==> src/rtl/core/xor_checked_command_framer_defines.svh <==
// Assertion macros shared by the framer RTL.
`ifndef XOR_CHECKED_COMMAND_FRAMER_DEFINES_SVH
`define XOR_CHECKED_COMMAND_FRAMER_DEFINES_SVH
`ifndef SYNTHESIS
// Same-cycle check: whenever cond holds, prop holds too.
`define XCF_ASSERT_IMP(label, cond, prop, msg) \
  label: assert property (@(posedge clk) disable iff (rst) (cond) |-> (prop)) else $error(msg);
// Next-cycle check: whenever cond holds, prop holds in the following cycle.
`define XCF_ASSERT_NEXT(label, cond, prop, msg) \
  label: assert property (@(posedge clk) disable iff (rst) (cond) |=> (prop)) else $error(msg);
`else
`define XCF_ASSERT_IMP(label, cond, prop, msg)
`define XCF_ASSERT_NEXT(label, cond, prop, msg)
`endif
`endif

==> src/rtl/core/xcf_pkg.sv <==
package xcf_pkg;

  localparam logic [7:0] SYNC_BYTE      = 8'h02;
  localparam logic [7:0] ADDR_HIGH_BYTE = 8'h00;
  localparam logic [7:0] ADDR_MIN       = 8'd1;
  localparam logic [7:0] ADDR_MAX       = 8'd32;
  localparam logic [4:0] FRAME_OVERHEAD = 5'd5;
  localparam logic [7:0] CAPACITY_RESET = 8'd27;

  localparam logic KIND_START = 1'b0;
  localparam logic KIND_DATA  = 1'b1;

  // Register index taken from paddr[2].
  localparam logic REG_CAPACITY = 1'b0;

  localparam int QUEUE_DEPTH = 4;

  typedef enum logic [1:0] {
    JOB_REJECT,
    JOB_HEADER,
    JOB_DATA
  } job_op_t;

  // One classified item: what the back end has to put on the wire.
  typedef struct packed {
    job_op_t    op;
    logic [7:0] lead;    // slave address for a header or a reject, data byte for data
    logic [7:0] cmd;
    logic       close;   // check byte follows
    logic [7:0] check;
    logic [4:0] flen;
  } job_t;

  typedef struct packed {
    logic full;
    logic head_valid;
  } queue_status_t;

endpackage

==> src/rtl/core/xcf_ifs.sv <==
interface xcf_in_if;
  logic       valid;
  logic       ready;
  logic       kind;
  logic [7:0] slave_address;
  logic [7:0] command;
  logic [7:0] payload_length;
  logic [7:0] payload_byte;

  modport source (output valid, kind, slave_address, command, payload_length, payload_byte,
                  input ready);
  modport sink (input valid, kind, slave_address, command, payload_length, payload_byte,
                output ready);
endinterface

interface xcf_out_if;
  logic       valid;
  logic       ready;
  logic [7:0] frame_byte;
  logic       last;
  logic       rejected;
  logic [4:0] frame_length;

  modport source (output valid, frame_byte, last, rejected, frame_length, input ready);
  modport sink (input valid, frame_byte, last, rejected, frame_length, output ready);
endinterface

==> src/rtl/core/xcf_front.sv <==
module xcf_front #(
  parameter int MAX_PAYLOAD = 22
) (
  input  logic                   clk,
  input  logic                   rst,
  xcf_in_if.sink                 items,
  input  logic [7:0]             capacity,
  input  xcf_pkg::queue_status_t q_status,
  output logic                   push,
  output xcf_pkg::job_t          push_job
);
  import xcf_pkg::*;

  localparam int CW = $clog2(MAX_PAYLOAD + 1);

  logic [7:0]    running_xor, running_xor_next;
  logic [CW-1:0] bytes_remaining, bytes_remaining_next;
  logic [CW-1:0] payload_count, payload_count_next;
  logic          frame_open, frame_open_next;

  logic          accept;
  logic          start_bad;
  logic [8:0]    frame_need;
  logic [7:0]    hdr_xor;
  logic [7:0]    data_xor;
  logic [CW-1:0] count_inc;
  logic [8:0]    data_flen;

  assign items.ready = !q_status.full;
  assign accept      = items.valid && items.ready;

  assign frame_need = {4'b0, FRAME_OVERHEAD} + {1'b0, items.payload_length};
  assign start_bad  = frame_open
                   || (items.slave_address < ADDR_MIN)
                   || (items.slave_address > ADDR_MAX)
                   || ({1'b0, items.payload_length} > 9'(MAX_PAYLOAD))
                   || (frame_need > {1'b0, capacity});
  assign hdr_xor    = ADDR_HIGH_BYTE ^ items.slave_address ^ items.command;
  assign data_xor   = running_xor ^ items.payload_byte;
  assign count_inc  = payload_count + CW'(1);
  assign data_flen  = {4'b0, FRAME_OVERHEAD} + 9'(count_inc);

  always_comb begin
    running_xor_next     = running_xor;
    bytes_remaining_next = bytes_remaining;
    payload_count_next   = payload_count;
    frame_open_next      = frame_open;
    push                 = accept;
    push_job.op          = JOB_REJECT;
    push_job.lead        = items.slave_address;
    push_job.cmd         = items.command;
    push_job.close       = 1'b0;
    push_job.check       = 8'h00;
    push_job.flen        = 5'd0;
    if (accept) begin
      if (items.kind == KIND_START) begin
        if (!start_bad) begin
          push_job.op = JOB_HEADER;
          if (items.payload_length == 8'd0) begin
            // empty frame: header and check byte in one run, frame stays closed
            push_job.close = 1'b1;
            push_job.check = hdr_xor;
            push_job.flen  = FRAME_OVERHEAD;
          end else begin
            frame_open_next      = 1'b1;
            running_xor_next     = hdr_xor;
            bytes_remaining_next = items.payload_length[CW-1:0];
            payload_count_next   = '0;
          end
        end
      end else if (frame_open) begin
        push_job.op   = JOB_DATA;
        push_job.lead = items.payload_byte;
        if (bytes_remaining == CW'(1)) begin
          push_job.close       = 1'b1;
          push_job.check       = data_xor;
          push_job.flen        = data_flen[4:0];
          frame_open_next      = 1'b0;
          running_xor_next     = 8'h00;
          bytes_remaining_next = '0;
          payload_count_next   = '0;
        end else begin
          running_xor_next     = data_xor;
          bytes_remaining_next = bytes_remaining - CW'(1);
          payload_count_next   = count_inc;
        end
      end
    end
  end

  always_ff @(posedge clk) begin
    if (rst) begin
      running_xor     <= 8'h00;
      bytes_remaining <= '0;
      payload_count   <= '0;
      frame_open      <= 1'b0;
    end else begin
      running_xor     <= running_xor_next;
      bytes_remaining <= bytes_remaining_next;
      payload_count   <= payload_count_next;
      frame_open      <= frame_open_next;
    end
  end

endmodule

==> src/rtl/core/xcf_queue.sv <==
`include "xor_checked_command_framer_defines.svh"
module xcf_queue (
  input  logic                   clk,
  input  logic                   rst,
  input  logic                   push,
  input  xcf_pkg::job_t          push_job,
  input  logic                   pop,
  output xcf_pkg::job_t          head,
  output xcf_pkg::queue_status_t status
);
  import xcf_pkg::*;

  localparam int AW = $clog2(QUEUE_DEPTH);

  job_t        slots [QUEUE_DEPTH];
  logic [AW-1:0] wr_ptr;
  logic [AW-1:0] rd_ptr;
  logic [AW:0]   count;
  logic          do_push;
  logic          do_pop;

  assign status.full       = (count == (AW+1)'(QUEUE_DEPTH));
  assign status.head_valid = (count != '0);
  assign head              = slots[rd_ptr];
  assign do_push           = push && !status.full;
  assign do_pop            = pop && status.head_valid;

  always_ff @(posedge clk) begin
    if (do_push) begin
      slots[wr_ptr] <= push_job;
    end
  end

  always_ff @(posedge clk) begin
    if (rst) begin
      wr_ptr <= '0;
      rd_ptr <= '0;
      count  <= '0;
    end else begin
      if (do_push) begin
        wr_ptr <= wr_ptr + AW'(1);
      end
      if (do_pop) begin
        rd_ptr <= rd_ptr + AW'(1);
      end
      count <= count + (AW+1)'(do_push) - (AW+1)'(do_pop);
    end
  end

  `XCF_ASSERT_IMP(a_count_bound, 1'b1, count <= (AW+1)'(QUEUE_DEPTH), "queue count overran depth")
  `XCF_ASSERT_NEXT(a_push_counts, do_push && !do_pop, count == $past(count) + (AW+1)'(1),
    "queue count missed a push")
  `XCF_ASSERT_NEXT(a_pop_counts, do_pop && !do_push, count == $past(count) - (AW+1)'(1),
    "queue count missed a pop")

endmodule

==> src/rtl/core/xcf_back.sv <==
`include "xor_checked_command_framer_defines.svh"
module xcf_back (
  input  logic                   clk,
  input  logic                   rst,
  input  xcf_pkg::job_t          head,
  input  xcf_pkg::queue_status_t q_status,
  output logic                   pop,
  xcf_out_if.source              frames
);
  import xcf_pkg::*;

  localparam logic [2:0] STEP_FIRST  = 3'd0;
  localparam logic [2:0] STEP_CHECK  = 3'd1;  // check step of a data run
  localparam logic [2:0] STEP_ADDR   = 3'd2;
  localparam logic [2:0] STEP_CMD    = 3'd3;
  localparam logic [2:0] STEP_HCHECK = 3'd4;  // check step of a header run

  logic [2:0] step;
  logic       load;
  logic       final_step;
  logic [7:0] res_byte;
  logic       res_last;
  logic       res_rej;
  logic [4:0] res_flen;

  assign load = q_status.head_valid && (!frames.valid || frames.ready);
  assign pop  = load && final_step;

  always_comb begin
    res_byte   = 8'h00;
    res_last   = 1'b0;
    res_rej    = 1'b0;
    res_flen   = 5'd0;
    final_step = 1'b0;
    case (head.op)
      JOB_REJECT: begin
        res_last   = 1'b1;
        res_rej    = 1'b1;
        final_step = 1'b1;
      end
      JOB_HEADER: begin
        case (step)
          STEP_FIRST: res_byte = SYNC_BYTE;
          STEP_CHECK: res_byte = ADDR_HIGH_BYTE;
          STEP_ADDR:  res_byte = head.lead;
          STEP_CMD: begin
            res_byte   = head.cmd;
            res_last   = !head.close;
            final_step = !head.close;
          end
          default: begin
            res_byte   = head.check;
            res_last   = 1'b1;
            res_flen   = head.flen;
            final_step = 1'b1;
          end
        endcase
      end
      JOB_DATA: begin
        if (step == STEP_FIRST) begin
          res_byte   = head.lead;
          res_last   = !head.close;
          final_step = !head.close;
        end else begin
          res_byte   = head.check;
          res_last   = 1'b1;
          res_flen   = head.flen;
          final_step = 1'b1;
        end
      end
      default: begin
        res_last   = 1'b1;
        res_rej    = 1'b1;
        final_step = 1'b1;
      end
    endcase
  end

  // Output register: payload loads without reset, valid is control.
  always_ff @(posedge clk) begin
    if (load) begin
      frames.frame_byte   <= res_byte;
      frames.last         <= res_last;
      frames.rejected     <= res_rej;
      frames.frame_length <= res_flen;
    end
  end

  always_ff @(posedge clk) begin
    if (rst) begin
      frames.valid <= 1'b0;
      step         <= STEP_FIRST;
    end else begin
      if (load) begin
        frames.valid <= 1'b1;
      end else if (frames.ready) begin
        frames.valid <= 1'b0;
      end
      if (pop) begin
        step <= STEP_FIRST;
      end else if (load) begin
        step <= step + 3'd1;
      end
    end
  end

  `XCF_ASSERT_IMP(a_reject_shape, frames.valid && frames.rejected,
    frames.last && frames.frame_byte == 8'h00 && frames.frame_length == 5'd0,
    "rejected result carries frame data")
  `XCF_ASSERT_IMP(a_flen_on_last, frames.valid && frames.frame_length != 5'd0, frames.last,
    "frame length shown on a non-final result")
  `XCF_ASSERT_IMP(a_step_idle, !q_status.head_valid, step == STEP_FIRST,
    "run step left over with empty queue")
  `XCF_ASSERT_IMP(a_step_range, 1'b1, step <= STEP_HCHECK, "run step out of range")

endmodule

==> src/rtl/core/xor_checked_command_framer.sv <==
// Channel   Dir  Payload                                                Handshake
// items     in   kind, slave_address, command, payload_length,          valid/ready
//                payload_byte
// frames    out  frame_byte, last, rejected, frame_length                valid/ready
// apb       cfg  capacity register at byte 0 (paddr[2] selects)          psel/penable
//
// Results: one per clock while frames.ready is high; a data item gives one result
// (two when it closes the frame with the check byte), a start item four (five for an
// empty frame) and a refused item one. With the queue empty, an item's first result
// passes the job queue and then the output register on its way to frames.
// Reset: rst synchronous, active high; clears frame state, queue, output valid.
// Stalls: a low frames.ready holds the back end; items.ready drops when the queue fills.
`include "xor_checked_command_framer_defines.svh"
module xor_checked_command_framer #(
  parameter int MAX_PAYLOAD = 22
) (
  input  logic        clk,
  input  logic        rst,
  xcf_in_if.sink      items,
  xcf_out_if.source   frames,
  input  logic        psel,
  input  logic        penable,
  input  logic        pwrite,
  input  logic [2:0]  paddr,
  input  logic [31:0] pwdata,
  output logic [31:0] prdata,
  output logic        pready
);
  import xcf_pkg::*;

  logic [7:0]    capacity;
  logic          cfg_write;
  logic          push;
  logic          pop;
  job_t          push_job;
  job_t          head;
  queue_status_t q_status;

  // APB: zero wait states; write on the access phase.
  assign pready    = 1'b1;
  assign cfg_write = psel && penable && pwrite && pready;
  assign prdata    = (paddr[2] == REG_CAPACITY) ? {24'b0, capacity} : 32'b0;

  // Capacity comes out of reset at 27.
  always_ff @(posedge clk) begin
    if (rst) begin
      capacity <= CAPACITY_RESET;
    end else if (cfg_write && paddr[2] == REG_CAPACITY) begin
      capacity <= pwdata[7:0];
    end
  end

  // Front: classify each item, keep the open-frame state, emit one job.
  xcf_front #(
    .MAX_PAYLOAD (MAX_PAYLOAD)
  ) u_front (
    .clk      (clk),
    .rst      (rst),
    .items    (items),
    .capacity (capacity),
    .q_status (q_status),
    .push     (push),
    .push_job (push_job)
  );

  // Queue: decouple classification from the byte-by-byte run.
  xcf_queue u_queue (
    .clk      (clk),
    .rst      (rst),
    .push     (push),
    .push_job (push_job),
    .pop      (pop),
    .head     (head),
    .status   (q_status)
  );

  // Back: expand each job into its results, one per cycle while frames.ready allows.
  xcf_back u_back (
    .clk      (clk),
    .rst      (rst),
    .head     (head),
    .q_status (q_status),
    .pop      (pop),
    .frames   (frames)
  );

  `XCF_ASSERT_IMP(a_take_needs_room, items.valid && items.ready, !q_status.full,
    "item taken while job queue full")
  `XCF_ASSERT_NEXT(a_cfg_takes, cfg_write && paddr[2] == REG_CAPACITY,
    capacity == $past(pwdata[7:0]), "capacity write lost")
  `XCF_ASSERT_IMP(a_pop_needs_load, pop, q_status.head_valid,
    "job popped from empty queue")

endmodule

==> src/flat_wrapper.sv <==
// flat-port wrapper written by rule: the top's interface ports become plain ports
module xor_checked_command_framer_flat import xcf_pkg::*;
#(
  parameter int MAX_PAYLOAD = 22
)
  (clk, rst, psel, penable, pwrite, paddr, pwdata, prdata, pready, items_valid, items_kind, items_slave_address, items_command, items_payload_length, items_payload_byte, items_ready, frames_valid, frames_frame_byte, frames_last, frames_rejected, frames_frame_length, frames_ready);
  xcf_in_if items_i ();
  xcf_out_if frames_i ();
  input  logic clk;
  input  logic rst;
  input  logic psel;
  input  logic penable;
  input  logic pwrite;
  input  logic [2:0] paddr;
  input  logic [31:0] pwdata;
  output logic [31:0] prdata;
  output logic pready;
  input wire logic [$bits(items_i.valid)-1:0] items_valid;
  input wire logic [$bits(items_i.kind)-1:0] items_kind;
  input wire logic [$bits(items_i.slave_address)-1:0] items_slave_address;
  input wire logic [$bits(items_i.command)-1:0] items_command;
  input wire logic [$bits(items_i.payload_length)-1:0] items_payload_length;
  input wire logic [$bits(items_i.payload_byte)-1:0] items_payload_byte;
  output wire logic [$bits(items_i.ready)-1:0] items_ready;
  output wire logic [$bits(frames_i.valid)-1:0] frames_valid;
  output wire logic [$bits(frames_i.frame_byte)-1:0] frames_frame_byte;
  output wire logic [$bits(frames_i.last)-1:0] frames_last;
  output wire logic [$bits(frames_i.rejected)-1:0] frames_rejected;
  output wire logic [$bits(frames_i.frame_length)-1:0] frames_frame_length;
  input wire logic [$bits(frames_i.ready)-1:0] frames_ready;
  assign items_i.valid = items_valid;
  assign items_i.kind = items_kind;
  assign items_i.slave_address = items_slave_address;
  assign items_i.command = items_command;
  assign items_i.payload_length = items_payload_length;
  assign items_i.payload_byte = items_payload_byte;
  assign items_ready = items_i.ready;
  assign frames_valid = frames_i.valid;
  assign frames_frame_byte = frames_i.frame_byte;
  assign frames_last = frames_i.last;
  assign frames_rejected = frames_i.rejected;
  assign frames_frame_length = frames_i.frame_length;
  assign frames_i.ready = frames_ready;
  xor_checked_command_framer #(.MAX_PAYLOAD(MAX_PAYLOAD)) u_core (.clk(clk), .rst(rst), .items(items_i), .frames(frames_i), .psel(psel), .penable(penable), .pwrite(pwrite), .paddr(paddr), .pwdata(pwdata), .prdata(prdata), .pready(pready));
endmodule
==> config.mk <==
export PLATFORM = sky130hd
export DESIGN_NAME = xor_checked_command_framer_flat
export DESIGN_NICKNAME = d
export VERILOG_FILES = /design/src/rtl/core/xcf_pkg.sv /design/src/rtl/core/xcf_ifs.sv /design/src/rtl/core/xcf_front.sv /design/src/rtl/core/xcf_queue.sv /design/src/rtl/core/xcf_back.sv /design/src/rtl/core/xor_checked_command_framer.sv /design/src/flat_wrapper.sv
export VERILOG_INCLUDE_DIRS = /design/src /design/src/rtl/core
export SDC_FILE = /design/constraint.sdc
export NUM_CORES = 1
export LEC_CHECK = 0
export ABC_AREA = 1
export BUFFER_PORTS_ARGS = -buffer_cell sky130_fd_sc_hd__buf_2
export CORE_ASPECT_RATIO = 0.7
export CORE_MARGIN = 2
export CORE_UTILIZATION = 60
export CTS_BUF_LIST = sky130_fd_sc_hd__clkbuf_8
export DETAILED_ROUTE_END_ITERATION = 8
export GPL_TIMING_DRIVEN = 0
export PLACE_DENSITY = 0.83
export SLEW_MARGIN = 25
export SYNTH_ARGS = -nofsm -noshare
export SYNTH_HDL_FRONTEND = slang
export SYNTH_HIERARCHICAL = 1
export SYNTH_SLANG_ARGS = --single-unit
==> constraint.sdc <==
create_clock -name clk -period 4.4 [get_ports clk]
set_input_delay 0.88 -clock clk [delete_from_list [all_inputs] [get_ports clk]]
set_output_delay 0.88 -clock clk [all_outputs]
set_load 0.03 [all_outputs]
# After elaboration in Yosys (flattened, before gate mapping)
# Memory sizes are Yosys's and may differ from the RTL's. A register that Yosys moved wholly into a read port is not among the register bits.
# Index checks and enable logic that the tools add are counted.
# word_totals
ff_bits	53
latch_bits	0
ramBits	128
rom_bits	0
wordCells	115
n_memories	1
# op_classes
add_sub_neg	9
mul	0
n_div	0
order_cmp	4
n_eq_ne	10
n_shift	0
mux	48
bitwise_logic	3
n_reduce_logical	26
# mem_list
name	depth	width	read_ports	rd_clocked_by_memory_dff	wr	line	text
u_core.u_queue.slots	4	32	1	1	1	xcf_queue.sv:15	job_t slots [QUEUE_DEPTH];
# ops
op	count
two-way mux 14 bit	6
two-way mux 8 bit	8
two-way mux 5 bit	12
case mux 8 bit (4 select lines)	1
two-way mux 10 bit	2
case mux 8 bit (2 select lines)	1
bitwise XOR 8 bit	2
two-way mux 1 bit	12
case mux 5 bit (2 select lines)	1
adder 3 x 8 -> 9 bit (first input constant)	1
greater-than comparator 9 x 8 -> 1 bit	1
greater-than comparator 8 x 5 -> 1 bit (second input constant)	1
greater-than comparator 8 x 6 -> 1 bit (second input constant)	1
logical AND 1 bit	8
logical NOT 8 bit	1
less-than comparator 8 x 1 -> 1 bit (second input constant)	1
== test 3 x 2 -> 1 bit (second input constant)	2
two-way mux 2 bit	3
adder 3 x 5 -> 5 bit (first input constant)	1
adder 5 x 1 -> 5 bit (second input constant)	1
== test 5 x 1 -> 1 bit (second input constant)	1
logical OR 1 bit	5
subtractor 5 x 1 -> 5 bit (second input constant)	1
adder 2 x 1 -> 2 bit (second input constant)	2
20 further kinds	25

# Depth between registers and ports, before layout
# Gate-level depths: netlist of the first run.
# depth
word_depth	8
depth_mapped	21
mapped_depth_nobuf	19

# Cells and area by module
# The synthesis of the first run kept the hierarchy.
# by_module_without_submodules
module	instances	cells_each	area_each_um2
xcf_queue	1	375	5257.5
xcf_front	1	340	2169.6
xcf_back	1	146	1169.9
xor_checked_command_framer	1	93	644.4

# Least setup slack after synthesis of the first run
# OpenSTA, ideal clock, no wires.
# synth_timing
path_kind	reg2reg
from	register (tool-made name)
to	register u_core.u_queue.count[2]
setup_ps	117
t_arrival_ps	2929
slack_ps	1353
path_stages_with_launch	22
n_path_buf	2
synth_period_minus_slack_ps	3047
cell_sequence	dfxtp_1 -> buf_6 -> inv_8 -> buf_6 -> nor2_1 -> o22ai_1 -> inv_1 -> ha_1 -> inv_2 -> nand2_1 -> nor2_1 -> nand3_1 -> nand2_2 -> inv_1 -> a21boi_0 -> ha_1 -> inv_1 -> ha_1 -> inv_1 -> fa_1 -> o21ai_0 -> nor2_1
# synth_rtl
item	line	text
to (signal assigned)	xcf_queue.sv:46	count <= count + (AW+1)'(do_push) - (AW+1)'(do_pop);
to (decl)	xcf_queue.sv:18	logic [AW:0] count;

==> results of run 1 <==
==> report_power, final <==
part           internal (W)  switching (W)  total, W
Sequential          0.00220      0.0000940   0.00229
Clock              0.000472       0.000667   0.00114
Combinational      0.000492        0.00109   0.00158
Total               0.00316        0.00185   0.00501
==> cell type report <==
class	instances	area (um^2)
Sequential cell	183	5090
Fill cell	1135	4370
Multi-Input combinational cell	630	3370
Buffer	67	520
Timing Repair Buffer	77	498
Inverter	97	375
Tap cell	195	244
Clock buffer	17	234
Clock inverter	15	158
==> registers in the layout, summed over array words and instances (netlist names), named ones only <==
signal                             count
u_core/u_back/step                     3
u_core/capacity                        8
u_core/u_front/frame_open              1
u_core/u_queue/slots                 128
u_core/u_front/running_xor             8
u_core/u_queue/rd_ptr                  2
u_core/u_front/payload_count           5
u_core/u_back/frames.frame_length      5
u_core/u_queue/wr_ptr                  2
u_core/u_front/bytes_remaining         5
u_core/u_back/frames.last              1
u_core/u_back/frames.rejected          1
u_core/u_back/frames.frame_byte        8
u_core/u_queue/count                   3
u_core/u_back/frames.valid             1
==> per-layer routing <==
layer | GRT usage (%) | routed length [um] | part of all wire (%) | vias to the layer above
met5 | 0 | 0 | 0 | -
met2 | 43.5 | 10100 | 46 | 361
met1 | 37.5 | 9350 | 43 | 3311
met4 | 8.61 | 304 | 1.4 | 0
met3 | 5.64 | 2140 | 9.8 | 35
li1 | - | - | - | 3415
==> worst max-delay path, delay by kind of cell (launching register included) <==
kind                     cells  cell delay, ps
AO/OA/AOI/OAI                4             880
adder cells (fa/ha/maj)      4            1240
buffers and inverters        6             770
flip-flops                   1             550
AND/OR/NAND/NOR              5             400
==> final timing paths <==
check	cells after the start	endpoint	slack [ps]	startpoint
setup / recovery	19	u_core/u_queue/count[2]	500	flop
hold / removal	2	u_core/u_back/frames.valid	490	u_core/u_back/frames.valid
setup reg to reg	19	u_core/u_queue/count[2]	500	flop
hold reg to reg	2	u_core/u_back/frames.valid	490	u_core/u_back/frames.valid
==> Yosys cell counts, types with 8 or more instances <==
master | n | area (um^2)
xor2_1 | 8 | 70.1
nand3_1 | 44 | 220
nand2_1 | 113 | 424
nand3b_1 | 8 | 60.1
xnor2_1 | 11 | 96.3
nor2_1 | 161 | 604
o21ai_0 | 61 | 305
o21ai_1 | 29 | 145
a21oi_1 | 45 | 225
inv_1 | 87 | 327
o22ai_1 | 34 | 213
edfxtp_1 | 143 | 4290
buf_2 | 12 | 60.1
ha_1 | 29 | 363
nor3_1 | 11 | 55.1
buf_4 | 39 | 293
dfxtp_1 | 40 | 801
buf_6 | 13 | 146
==> through the flow <==
stage               total power [W]  instances  utilization (%)  hold slack [ps]  worst slack (ps)
floorplan                   0.00339        977                -              448              1350
global placement            0.00379       1244             66.8              463               106
detailed placement          0.00389       1249             68.0              468               599
CTS                         0.00501       1281             70.6              495               564
global route                0.00526       1281             70.6              539               229
finish                      0.00501       1281             70.6              492               501
==> cell families after synthesis <==
group | count (synthesis) | synth area share, %
other | 2 | 0.0813
and+or+nand+nor | 367 | 17.5
adders and majority gates | 30 | 4.14
DFF | 183 | 55.1
xor gates and xnor gates | 19 | 1.80
muxes | 6 | 0.731
buffers and inverters | 164 | 9.69
AOI/OAI and AO/OA | 183 | 10.9
==> reports/results.txt, run 1 <==
status: completed
synthesized area: 9240 um^2
IO buf count: 72
first-pass GRT wire length: 34.0 mm
htree depth: 4
Starting Density: 62.2%
post-synthesis async set-or-reset flop share: 0%
buffer type at the clock tree root: clkbuf_8
FF+latch count, synth: 183
Post-synth EDFFs: 143
Mean Syn Cell Area: 9.69 um^2
hold_buf cts: 0
largest net degree at the start of global routing: 21
Post-Layout Inst Area: 10500 um^2
Crit-path slowest cell: dfxtp_1
layout cells sized above 1: 20.2%
IO Pins: 125
Worst EP required: 4770 ps
final layout net count: 1178
Residual DRC: 0
measured slew at the worst slew-check pin: 777 ps
most frequent cells in the layout: nor2_1, edfxtp_1, nand2_1
Post-CTS Resized: 0
vias in the first global route: 6708
Clock Latency Late Sink: 470 ps
DR vias: 7122
P_leak: 4.41 nW
clock tree sinks: 183
Ys Warns: 6
TritonCTS clock tree: yes
Syn Inst Count: 954
Max-slew headroom: 48.2%
Bufs on Longest Clock Path: 2
most common cell after layout, fill and taps aside: nor2_1
drt wl/cell: 17.1 um
final max-slew violation count: 0
area delta synth->final: 13.5%
CP Capture Type: flop
RSZ-0062 raised after global routing: false
Inserted Clock Buffers: 17
Post-CTS Setup Inserts: 0
area of the die: 16400 um^2
worst hold path class: flop to flop
Core ar.: 14900 um^2
Final setup viols: 0
path type of the worst setup path: flop to flop
Placed Area: 10100 um^2
crit path cell chain: buf_2, o21ai_0, o22ai_1, inv_1, ha_1, inv_2, nand2_1, nor2_1, nand3_1, nand2_2, inv_1, a21boi_0, ha_1, inv_1, ha_1, inv_1, fa_1, o21ai_0, nor2_1
worst-path fanout max: 10
Cell Rows: 37
Via density: 5.56
gr ovfl total: 0
clock skew: 14.9 ps
DRT Pass-1 Iters: 6
achievable frequency: 256 MHz
Iter 0 DRT Violations: 781
WP data arrival: 4270 ps
Final min period: 3900 ps
cell mode on critical path: inv_1
Clk pin slew, worst setup/hold paths: 100 ps
setup TNS: 0 ps
crit share post-route: 88.6%
maximum VDD drop: 0.259 mV
Final HPWL DP: 15.6 mm
CP Launch Type: flop
Routed WL: 21.9 mm
ys flop type: edfxtp_1
Max Cap Violations: 0
Cell Pwr Density: 478 nW/um^2
die span in y: 108 um
Routed Antenna Nets: 0
Worst path max stage delay: 550 ps
Die X: 152 um
initial antenna violation count: 0
n_diodes: 0
Unique masters post-synth: 46
Hold Vio Cnt, Final: 0
gpl congestion: 0.903
gr usage total: 27.1%
sequential share of the synthesized area: 55.1%
(Power assumes the default switching activity.)
==> inputs of run 2 (changes only) <==
--- a/config.mk
+++ b/config.mk
@@ -10,11 +10,10 @@
 export BUFFER_PORTS_ARGS = -buffer_cell sky130_fd_sc_hd__buf_2
 export CORE_ASPECT_RATIO = 0.7
 export CORE_MARGIN = 2
-export CORE_UTILIZATION = 60
+export CORE_UTILIZATION = 31
 export CTS_BUF_LIST = sky130_fd_sc_hd__clkbuf_8
 export DETAILED_ROUTE_END_ITERATION = 8
 export GPL_TIMING_DRIVEN = 0
-export PLACE_DENSITY = 0.83
 export SLEW_MARGIN = 25
 export SYNTH_ARGS = -nofsm -noshare
 export SYNTH_HDL_FRONTEND = slang
==> run 2 against run 1 <==
Via count is 3.2% lower. Largest cell class unchanged. Clock skew is 2.0 ps lower. Sequential power hardly changed. Critical path depth is 1 lower. Wire length is 6.5% higher. Register-to-register slack better by 210 ps. Hold slack better by 1.6 ps. Cell area is 2.0% higher. Sequential cell count stayed put. Combinational power hardly changed. Die area is 90% higher.
==> reports/results.txt, run 2 (synthesis gave the netlist of run 1 again) <==
status: completed
Post-CTS Setup Inserts: 0 (unchanged)
GR Util met1: 23.1% (-14 points)
vias in the first global route: 6489 (-3.3%)
Worst EP required: 4770 ps (about the same)
WP data arrival: 4060 ps (-210 ps)
most frequent cells in the layout: nor2_1, edfxtp_1, nand2_1
Final HPWL DP: 17.2 mm (+10%)
CP Launch Type: flop
non-filler cells, final: 1463 (+14%)
Reg with most FFs: u_core/u_queue/slots
most common cell after layout, fill and taps aside: nor2_1
TritonCTS clock tree: yes
IO buf count: 72 (unchanged)
DRT Pass-1 Iters: 5 (-1)
DP Worst Slack: 662 ps (+63.7 ps)
Core ar.: 29100 um^2 (+96%)
buffer type at the clock tree root: clkbuf_8
Hold WS: 494 ps (+1.56 ps)
Starting Density: 31.8% (-30 points)
Max-slew headroom: 49.1% (+0.94 points)
path type of the worst setup path: flop to flop
htree depth: 4 (unchanged)
final max-slew violation count: 0 (unchanged)
final setup margin: 710 ps (+209 ps)
Max Cap Violations: 0 (unchanged)
Bufs on Longest Clock Path: 2 (unchanged)
M2 GR Usage: 22.8% (-21 points)
achievable frequency: 271 MHz (+5.7%)
Worst R2R Path Depth: 18 (-1)
RSZ-0062 raised after global routing: false
die span in y: 148 um (+38%)
Placed Area: 10300 um^2 (+1.9%)
DR vias: 6892 (-3.2%)
Post-Layout Inst Area: 10700 um^2 (+2.0%)
Cell Pwr Density: 472 nW/um^2 (-1.2%)
IO Pins: 125 (unchanged)
gr ovfl total: 0 (unchanged)
P_leak: 4.41 nW (-0.14%)
worst hold path stage count: 2 (unchanged)
gr usage total: 15.6% (-12 points)
worst reg2reg setup slack: 710 ps (+210 ps)
gpl congestion: 0.841 (-6.8%)
hold_buf cts: 0 (unchanged)
Final min period: 3690 ps (-209 ps)
largest net degree at the start of global routing: 21 (unchanged)
clock tree sinks: 183 (unchanged)
initial antenna violation count: 0 (unchanged)
drt wl/cell: 15.9 um (-6.7%)
n_diodes: 0 (unchanged)
GRT busiest layer: met1
Residual DRC: 0 (unchanged)
final layout net count: 1177 (-0.085%)
Clock Latency Late Sink: 480 ps (about the same)
Inserted Clock Buffers: 17 (unchanged)
Clk pin slew, worst setup/hold paths: 90 ps (about the same)
area of the die: 31200 um^2 (+90%)
worst hold path class: flop to flop
Placed Cells: 1431 (+15%)
M3 GR Usage: 3.36% (-2.3 points)
max FFs per register: 128 (unchanged)
Post-CTS Resized: 0 (unchanged)
worst-path fanout max: 10 (unchanged)
measured slew at the worst slew-check pin: 763 ps (-14.1 ps)
clock skew: 12.9 ps (-2.05 ps)
Routed Antenna Nets: 0 (unchanged)
Routed WL: 23.3 mm (+6.5%)
layout cells sized above 1: 19.8% (-0.35 points)
Die X: 210 um (+38%)
Fillers: 2930 (+160%)
maximum VDD drop: 0.219 mV (-15%)
Final setup viols: 0 (unchanged)
Util after Layout: 36.8% (-34 points)
Cell Rows: 52 (+41%)
Iter 0 DRT Violations: 536 (-31%)
CP Capture Type: flop
crit share post-route: 83.9% (-4.7 points)
Via density: 4.71 (-15%)
first-pass GRT wire length: 36.7 mm (+8.1%)
area delta synth->final: 15.8%
Hold Vio Cnt, Final: 0 (unchanged)
-- run 2: cell types whose count changed in the layout (fill, tap and decap cells not counted), sizes merged --
cell / delta
bufinv: +2
clkinv: +1
buf: -1
inv: -3
-- run 2: critical path, cell delays in order (launching register included) --
cell      delay [ps]
dfxtp_1          490
buf_2            290
o21ai_0          120
o22ai_1          360
ha_1             240
inv_1             90
nor2_1           320
inv_2             70
nand3_1          120
nand2_2           80
inv_1            120
a21boi_0         190
ha_1             250
inv_1             50
ha_1             130
inv_1             50
fa_1             370
o21ai_0          170
nor2_1            50
-- run 2: layout make-up --
| class | count | area, um^2 | area share, % |
|---|---|---|---|
| multi-input combinational | 630 | 3370 | 31.5 |
| timing repair buffer | 76 | 463 | 4.33 |
| tap | 378 | 473 | 4.42 |
| clock buffer | 17 | 234 | 2.19 |
| buffer | 67 | 520 | 4.86 |
| inverter | 97 | 375 | 3.51 |
| sequential | 183 | 5090 | 47.6 |
| clock inverter | 15 | 175 | 1.64 |
-- run 2: per-layer routing --
metal,up-vias,share of wire (%),wire [um]
met5,-,0,0
met4,0,1.1,266
met3,19,6.6,1530
met2,210,43,10100
met1,3245,49,11400
li1,3418,-,-
-- run 2: power breakdown --
group          internal, W  switching [W]
sequential         0.00220      0.0000902
combinational     0.000488        0.00110
clock             0.000564       0.000618
total              0.00325        0.00181
-- run 2: per-stage QoR --
stage	TNS [ps]	total power, W
2_1_floorplan	0	0.00339
3_3_place_gp	-7470	0.00386
3_5_place_dp	0	0.00393
4_1_cts	0	0.00511
5_1_grt	0	0.00538
6_report	0	0.00505
-- run 2: final timing paths --
check / from / to
worst max-delay path: flop / u_core/u_queue/count[2]
worst min-delay path: u_core/u_front/bytes_remaining[1] / u_core/u_front/bytes_remaining[1]
worst max register to register: flop / u_core/u_queue/count[2]
worst min register to register: u_core/u_front/bytes_remaining[1] / u_core/u_front/bytes_remaining[1]
==> inputs of run 3 (changes only) <==
==> constraint.sdc (replaced) <==
create_clock -name clk -period 3.5 [get_ports clk]
set_input_delay 0.7 -clock clk [delete_from_list [all_inputs] [get_ports clk]]
set_output_delay 0.7 -clock clk [all_outputs]
set_load 0.03 [all_outputs]
==> run 3 against run 2 <==
Critical path depth grew 3. Sequential power grew 26%. Hold slack lost 54 ps. Via count is essentially flat. Combinational power grew 30%. Global-route usage is the same. First-iteration DRC count shrank 0.75%. Register-to-register slack lost 450 ps. Clock skew grew 1.4 ps. Non-clock buffer count is the same. Cell area grew 0.51%. Fmax grew 14%.
==> reports/results.txt, run 3 (synthesis gave the netlist of run 1 again) <==
Inserted Clock Buffers: 17 (unchanged)
Fillers: 2918 (-0.41%)
first-pass GRT wire length: 36.7 mm (about the same)
path type of the worst setup path: flop to flop
Reg with most FFs: u_core/u_queue/slots
RSZ-0062 raised after global routing: false
final max-slew violation count: 0 (unchanged)
worst-path fanout max: 10 (unchanged)
Clk pin slew, worst setup/hold paths: 100 ps (about the same)
Worst path max stage delay: 380 ps (-110 ps)
max FFs per register: 128 (unchanged)
non-filler cells, final: 1463 (unchanged)
DRT Pass-1 Iters: 5 (unchanged)
gr usage total: 15.6% (unchanged)
CP Capture Type: flop
most frequent cells in the layout: nor2_1, edfxtp_1, nand2_1
hold wc startpoint: pwdata[4]
DR vias: 6895 (+0.044%)
Core ar.: 29100 um^2 (unchanged)
Post-Layout Inst Area: 10800 um^2 (+0.51%)
Routed WL: 23.3 mm (about the same)
die span in y: 148 um (unchanged)
Die X: 210 um (unchanged)
drt wl/cell: 15.9 um (about the same)
Iter 0 DRT Violations: 532 (-0.75%)
WP data arrival: 3660 ps (-400 ps)
final layout net count: 1177 (unchanged)
Cell Pwr Density: 597 nW/um^2 (+26%)
cell mode on critical path: nor2_1
crit share post-route: 92.7% (+8.8 points)
buffers and inverters on the worst path: 8 (+2)
initial antenna violation count: 0 (unchanged)
n_diodes: 0 (unchanged)
IO Pins: 125 (unchanged)
htree depth: 4 (unchanged)
worst hold path class: input port to flop
Bufs on Longest Clock Path: 2 (unchanged)
measured slew at the worst slew-check pin: 762 ps (-0.117 ps)
crit path cell chain: buf_6, inv_8, buf_8, nor2_1, o22ai_2, inv_2, ha_4, inv_4, nand2_1, nor2_1, nand3_1, nand2_2, inv_2, a21boi_0, ha_1, inv_1, ha_1, inv_1, fa_1, a21boi_0, nor2_1
P_leak: 4.41 nW (+0.15%)
Cell Rows: 52 (unchanged)
Placed Area: 10300 um^2 (unchanged)
Final setup viols: 0 (unchanged)
Worst EP required: 3920 ps (-850 ps)
IO buf count: 72 (unchanged)
buffer type at the clock tree root: clkbuf_8
layout cells sized above 1: 20.6% (+0.74 points)
Hold Vio Cnt, Final: 0 (unchanged)
clock skew: 14.2 ps (+1.36 ps)
most common cell after layout, fill and taps aside: nor2_1
Residual DRC: 0 (unchanged)
overall power: 0.00642 W (+27%)
Worst path top cell family by delay: adder cells
gr ovfl total: 0 (unchanged)
Clock Latency Late Sink: 470 ps (about the same)
status: completed
Crit-path slowest cell: fa_1
Final min period: 3240 ps (-446 ps)
Max-slew headroom: 49.1% (about the same)
Via density: 4.71 (about the same)
vias in the first global route: 6485 (-0.062%)
Hold WS: 440 ps (-53.5 ps)
clock tree sinks: 183 (unchanged)
area delta synth->final: 16.4%
TritonCTS clock tree: yes
area of the die: 31200 um^2 (unchanged)
gpl congestion: 0.841 (unchanged)
achievable frequency: 308 MHz (+14%)
CP Launch Type: flop
Starting Density: 31.8% (unchanged)
Max Cap Violations: 0 (unchanged)
Placed Cells: 1431 (unchanged)
Routed Antenna Nets: 0 (unchanged)
maximum VDD drop: 0.275 mV (+25%)
Final HPWL DP: 17.2 mm (unchanged)
largest net degree at the start of global routing: 21 (unchanged)
run 3: cell counts in the layout (fill, tap and decap cells not counted):
Identical to the previous run, type by type.
run 3: path summary, 6_finish.rpt:
check / end / slack, ps / depth (start not counted)
hold / removal: u_core/capacity[4] / 440 / 3
setup / recovery: u_core/u_queue/count[2] / 260 / 21
hold reg to reg: u_core/u_front/bytes_remaining[1] / 490 / 2
setup reg to reg: u_core/u_queue/count[2] / 260 / 21
run 3: layout make-up:
| cell class | count | area [um^2] | share of cell area (%) |
|---|---|---|---|
| Sequential cell | 183 | 5100 | 47.4 |
| Multi-Input combinational cell | 630 | 3400 | 31.6 |
| Buffer | 66 | 528 | 4.91 |
| Tap cell | 378 | 473 | 4.40 |
| Timing Repair Buffer | 77 | 470 | 4.37 |
| Inverter | 97 | 378 | 3.51 |
| Clock buffer | 17 | 234 | 2.17 |
| Clock inverter | 15 | 175 | 1.63 |
run 3: power by group:
part | switching (W) | internal, W
Combinational | 0.00141 | 0.000653
Sequential | 0.000114 | 0.00276
Clock | 0.000777 | 0.000709
Total | 0.00230 | 0.00412
run 3: what timing repair did:
action,4_1_cts,5_1_grt
pin swaps,0,2
resized for setup,6,12
setup endpoints to repair,2,2
hold endpoints to repair,0,0
setup buffers,0,1
gates cloned,0,0
hold buffers,0,0
run 3: per-stage QoR:
step / util, % / TNS, ps / worst slack [ps]
after detailed placement: 35.4 / -503 / -173
after floorplan: - / 0 / 453
after CTS: 36.9 / 0 / 24.4
after global placement: 34.9 / -104290 / -869
final: 37.0 / 0 / 256
after global routing: 37.0 / 0 / 21.8
run 3: metal layers:
layer / GRT usage (%) / share of wire [%] / vias up
met2: 22.9 / 43 / 206
met1: 23.1 / 49 / 3254
li1: - / - / 3414
met4: 4.29 / 1.2 / 0
met5: 0 / 0 / -
met3: 3.36 / 6.5 / 21
run 3: worst register-to-register path: stages (launching register included):
cell and delay [ps]:
dfxtp_2 350, buf_6 150, inv_8 110, buf_8 140, nor2_1 60, o22ai_2 230, inv_2 80, ha_4 320
inv_4 60, nand2_1 70, nor2_1 40, nand3_1 100, nand2_2 80, inv_2 100, a21boi_0 190, ha_1 250
inv_1 50, ha_1 130, inv_1 50, fa_1 380, a21boi_0 140, nor2_1 100
